**config.mk**
```make
export PLATFORM = sky130hd
export DESIGN_NAME = bbf_unit
export DESIGN_NICKNAME = d
export VERILOG_FILES = /design/src/rtl/bbf_pkg.sv /design/src/rtl/bbf_unit.sv
export SDC_FILE = /design/constraint.sdc
export NUM_CORES = 1
export LEC_CHECK = 0
export BUFFER_PORTS_ARGS = -buffer_cell sky130_fd_sc_hd__buf_2
export CAP_MARGIN = 20
export CELL_PAD_IN_SITES_DETAIL_PLACEMENT = 1
export CELL_PAD_IN_SITES_GLOBAL_PLACEMENT = 1
export CORE_ASPECT_RATIO = 1.25
export CORE_MARGIN = 3
export CORE_UTILIZATION = 39
export DETAILED_ROUTE_END_ITERATION = 10
export GPL_ROUTABILITY_DRIVEN = 0
export PLACE_DENSITY_LB_ADDON = 0.1
export SYNTH_ARGS = -nofsm -noshare
export SYNTH_HDL_FRONTEND = slang
export SYNTH_SLANG_ARGS = --single-unit
```
**constraint.sdc**
```tcl
create_clock -name vclk -period 21
set_clock_uncertainty 0.2 [all_clocks]
set_input_delay 4.2 -clock vclk [all_inputs]
set_output_delay 4.2 -clock vclk [all_outputs]
set_load 0.02 [all_outputs]
```
**src/rtl/bbf_pkg.sv**
```systemverilog
package bbf_pkg;

  // field widths of a queued descriptor and of the byte accounting
  localparam int TAG_W   = 32;
  localparam int SIZE_W  = 16;
  localparam int TIME_W  = 32;
  localparam int BYTES_W = 24;
  localparam int LIM_W   = 7;
  localparam int OUT_CNT_W = 7;

  // stream word widths
  localparam int IN_DATA_W  = 88;
  localparam int OUT_DATA_W = 120;

  // configuration port
  localparam int CFG_IDX_W  = 8;
  localparam int CFG_DATA_W = 24;

  localparam logic [CFG_IDX_W-1:0] REG_DEPTH_LIMIT = 8'd0;
  localparam logic [CFG_IDX_W-1:0] REG_BYTE_LIMIT  = 8'd1;

  localparam logic [LIM_W-1:0]   DEPTH_LIMIT_RST = 7'd64;
  localparam logic [BYTES_W-1:0] BYTE_LIMIT_RST  = 24'd1048576;

  // operation codes carried in the input word
  typedef enum logic [1:0] {
    FUNC_PUT  = 2'd0,
    FUNC_GET  = 2'd1,
    FUNC_DROP = 2'd2
  } func_e;

  // shared adder mode
  typedef enum logic {
    ALU_ADD = 1'b0,
    ALU_SUB = 1'b1
  } alu_op_e;

  // one stored descriptor
  typedef struct packed {
    logic [TAG_W-1:0]  tag;
    logic [SIZE_W-1:0] size;
    logic [TIME_W-1:0] arr_time;
  } entry_t;

endpackage

```
**src/rtl/bbf_unit.sv**
```systemverilog
module bbf_unit (
  input  bbf_pkg::alu_op_e                 op_i,
  input  logic [bbf_pkg::BYTES_W-1:0]      total_i,
  input  logic [bbf_pkg::SIZE_W-1:0]       operand_i,
  input  logic [bbf_pkg::BYTES_W-1:0]      limit_i,
  output logic [bbf_pkg::BYTES_W:0]        result_o,
  output logic                             over_o
);

  logic [bbf_pkg::BYTES_W:0] total_ext;
  logic [bbf_pkg::BYTES_W:0] operand_ext;

  assign total_ext   = {1'b0, total_i};
  assign operand_ext = (bbf_pkg::BYTES_W + 1)'(operand_i);

  // byte total plus or minus one descriptor size
  always_comb begin
    case (op_i)
      bbf_pkg::ALU_ADD: result_o = total_ext + operand_ext;
      bbf_pkg::ALU_SUB: result_o = total_ext - operand_ext;
      default:          result_o = total_ext;
    endcase
  end

  // budget check on the new total
  assign over_o = result_o > {1'b0, limit_i};

endmodule

```
=== Word-level counts from Yosys, hierarchy flattened ===
Cells that the tools add are included.

* Word-level logic and storage cells: 5
* Flip-flop bits (word level): 0
* Output and inout bits: 26

* Add/sub/neg operators: 2
* Bitwise operators: 1
* Order comparisons: 1
* Mux-type cells: 1

{| class="wikitable"
|+ Operator list
! cell !! number
|-
| one-hot mux 25 bit (2 select lines) || 1
|-
| adder 24 x 16 -> 25 bit || 1
|-
| > comparator 25 x 24 -> 1 bit || 1
|-
| subtractor 24 x 16 -> 25 bit || 1
|-
| inverter 1 bit || 1
|}

=== Depth between registers and ports, before layout ===
* Depth in word-level cells: 3
* Gate-level depth with buffers: 20
* Gate-level depth less buffers: 20

=== Worst setup path before layout ===
Ideal clock, no wire load.

* Kind: input to output
* Start: in operand_i[6] in the netlist's numbering
* End: out over_o
* Buffers on the path: 1
* Required time: 16,600 ps
* Arrival: 8,552 ps
* Stages on the path: 18
* Slack: 8,048 ps
* Cell sequence: or4_4 -> nor4b_4 -> and3_2 -> clkbuf_1 -> a21oi_1 -> xnor2_1 -> ha_1 -> a21oi_1 -> o21ai_0 -> or3_1 -> o2111ai_1 -> a311oi_1 -> ha_1 -> o21a_1 -> a211oi_1 -> o21ai_0 -> o21ai_0 -> nand4b_1

* Longest elaborated chain between the ends: 3
* Elaborated cells between the ends (all ways): 4
* Classes of those cells: add/sub: 2; order compare: 1; mux: 1

{| class="wikitable"
|+ RTL lines
! item !! line !! source
|-
| start: declaration || bbf_unit.sv:4 || <nowiki>input logic [bbf_pkg::SIZE_W-1:0] operand_i,</nowiki>
|-
| subtractor 24 x 16 -> 25 bit or adder 24 x 16 -> 25 bit (tied branches) || bbf_unit.sv:20, bbf_unit.sv:19 ||
|-
| one-hot mux 25 bit (2 select lines) (*) || bbf_unit.sv:18 || <nowiki>case (op_i)</nowiki>
|-
| named net result_o (one bit) || bbf_unit.sv:6 || <nowiki>output logic [bbf_pkg::BYTES_W:0] result_o,</nowiki>
|-
| > comparator 25 x 24 -> 1 bit (*) || bbf_unit.sv:26 || <nowiki>assign over_o = result_o > {1'b0, limit_i};</nowiki>
|-
| end: declaration || bbf_unit.sv:7 || <nowiki>output logic over_o</nowiki>
|}

The timed path passes the listed nets; every way through them passes the cells marked *.

=== Worst setup path in the final report ===
* Start: in operand_i[6] in the netlist's numbering
* End: out over_o

* Longest elaborated chain between the ends: 3
* Elaborated cells between the ends (all ways): 4
* Classes of those cells: add/sub: 2; order compare: 1; mux: 1

{| class="wikitable"
|+ RTL lines
! item !! line
|-
| subtractor 24 x 16 -> 25 bit or adder 24 x 16 -> 25 bit (tied branches) || bbf_unit.sv:20, bbf_unit.sv:19
|-
| one-hot mux 25 bit (2 select lines) (*) || bbf_unit.sv:18
|-
| > comparator 25 x 24 -> 1 bit (*) || bbf_unit.sv:26
|}

Every way passes the cells marked *; elsewhere a longest branch is shown, timed or not.

==> impl_metrics.tcl <==
set metrics [dict create \
    io_buffer_count 91 \
    syn_inst 332 \
    slowest_stage "or4_4" \
    arrival_ns 8.99 \
    die-area_um2 7010 \
    crit_type "in -> out" \
    totalPowerFinal_uw 146 \
    worstPathCellList "buf_2, or4_4, nor4b_4, and3_2, nor2_1, xnor2_1, ha_1, nand4_1, nor2_1, a211oi_1, a21oi_1, o41ai_1, xnor2_1, ha_1, nand2_1, nor4_1, o21ai_0, a21oi_1, o21ai_0, nand4b_1, buf_2" \
    drcViolationCount 0 \
    n_antenna_cell 0 \
    fin_crit_ns 13.39 \
    hpwl_um 7050 \
    clock_buffers 0 \
    grt_pass1_vias 2866 \
    first_pass_iters 4 \
    worst_slack_ns 7.61 \
    synthTopCellsByArea "ha_1 26%, xnor2_1 8.2%, a21oi_1 6.4%" \
    track_usage_pct 22.2 \
    cts_resized 0 \
    initial_core_util_pct 40.4 \
    worst_pin_slew_ns 0.665 \
    yosysMostFrequentCell "ha_1" \
    cap_violations 0 \
    die_h_um 92.8 \
    cts_hold_buf 0 \
    fillerInstances 813 \
    yosysTopAreaCell "ha_1" \
    viasPerCell 5.73 \
    status "complete, no violations" \
    hold_violations 0 \
    seq_area_frac_synth_pct 0 \
    cts_setup_buffers 0 \
    antenna_found_initial 0 \
    postSynthAreaPerCell_um2 7.09 \
    path_depth 21 \
    finalSetupTns_ns 0 \
    post_drt_wl_per_cell_um 16.3 \
    slew_violations 0 \
    seq_area_um2 0 \
    crit_fanout 6 \
    cp_slowest_stage_delay_ns 0.58 \
    fin_cells 482 \
    syn_area_um2 2350 \
    setup_viol 0 \
    vdd.ir_drop.worst_uv 22.9 \
    first_iter_violations 63 \
    slew_headroom_pct 54.5 \
    coreArea_um2 5820 \
    io_pins 91 \
    antenna_left 0 \
    rsz0062_at_grt "no" \
    ys_types 50 \
    critPathCaptureType "output pin" \
    placedCellCount 482 \
    overflow 0 \
    setup.worst_path.start_class "input pin" \
    use_met1_pct 22.9 \
    rows 31 \
    power_density_nw_per_um2 51.3 \
    grt_busiest_layer "met2" \
    post-route-util_pct 48.8 \
    final_nets 533 \
    fin_crit_sh_pct 63.8 \
    grt_use_met2_pct 45.7 \
    wl_um 7870 \
    die_w_um 75.5 \
    place_area_um2 2840 \
    p_leak_nw 1.49 \
    layout-drive-gt1-share_pct 24.3 \
    syn-num-nets 447 \
    grt_util_met3_pct 0.977 \
    synth_common_cells "49 x ha_1, 35 x inv_1, 30 x a21oi_1" \
    seq_cells 0 \
    path_delay_family "simple AND/OR/NAND/NOR gates" \
    num_vias 2761 \
    fin_hold_ws_ns 8.71 \
    grt_max_degree 21 \
    pre_cts_ws_ns 7.66 \
    cp_data_required_time_ns 16.60 \
    syn_to_final_growth_pct 20.7 \
    synth_top_area_share_pct 26.1 \
    hold_depth 4 \
    multi_input_comb_area_um2 2170 \
    yosysWarnings 0 \
    fmax_mhz 74.7 \
    stdcell_area_um2 2840 \
    hp-class "in -> out" \
    grt_pass1_wl_um 12700 \
    cp_num_buf_inv 2 \
]
cells by family (layout without fill, tap and decap cells):
family | count (synthesis) | after routing | share of synthesized area [%]
AOI/OAI and AO/OA | 105 | 105 | 30.3
and+or+nand+nor | 103 | 103 | 23.1
adders and majority gates | 50 | 50 | 26.9
buffers and inverters | 42 | 126 | 7.71
xor gates and xnor gates | 31 | 31 | 11.5
muxes | 1 | 1 | 0.426
path summary, 6_finish.rpt:
check | start | endpoint | slack (ns)
max | operand_i[6] | over_o | 7.61
min | operand_i[0] | result_o[0] | 8.71
final cells by class:
class | instances | area share, %
inverter | 35 | 4.63
timing repair buffer | 91 | 16.0
multi-input combinational | 290 | 76.4
tap | 66 | 2.91
cells in the final DEF, fill, tap and decap left out, types with 4 or more instances in the layout:
cell	synthesis	routed
o21ai_0	15	15
o21bai_1	4	4
inv_1	35	35
ha_1	49	49
nor2_1	24	24
a21oi_1	30	30
buf_2	0	91
xor2_1	9	9
a31oi_1	5	5
nand3_1	4	4
a21o_1	17	17
a211oi_1	8	8
nor3_1	13	13
a311oi_1	4	4
nand2_1	24	24
xnor2_1	22	22
o21a_1	8	8
nand4_1	8	8
power by group:
part	total, mW	switching, mW	internal, mW
combinational	0.146	0.0886	0.0573
clock	0	0	0
sequential	0	0	0
tightest hold or removal path, cell delays in order:
cell and delay (ns):
buf_2 0.12, ha_1 0.19, inv_1 0.05, buf_2 0.15
metal layers:
| metal | wire, um | vias to the layer above |
|---|---|---|
| met5 | 0 | - |
| met4 | 218 | 0 |
| met3 | 247 | 12 |
| met2 | 4400 | 59 |
| met1 | 3010 | 1295 |
| li1 | - | 1395 |
No activity file was read; power rests on OpenSTA's default activity.
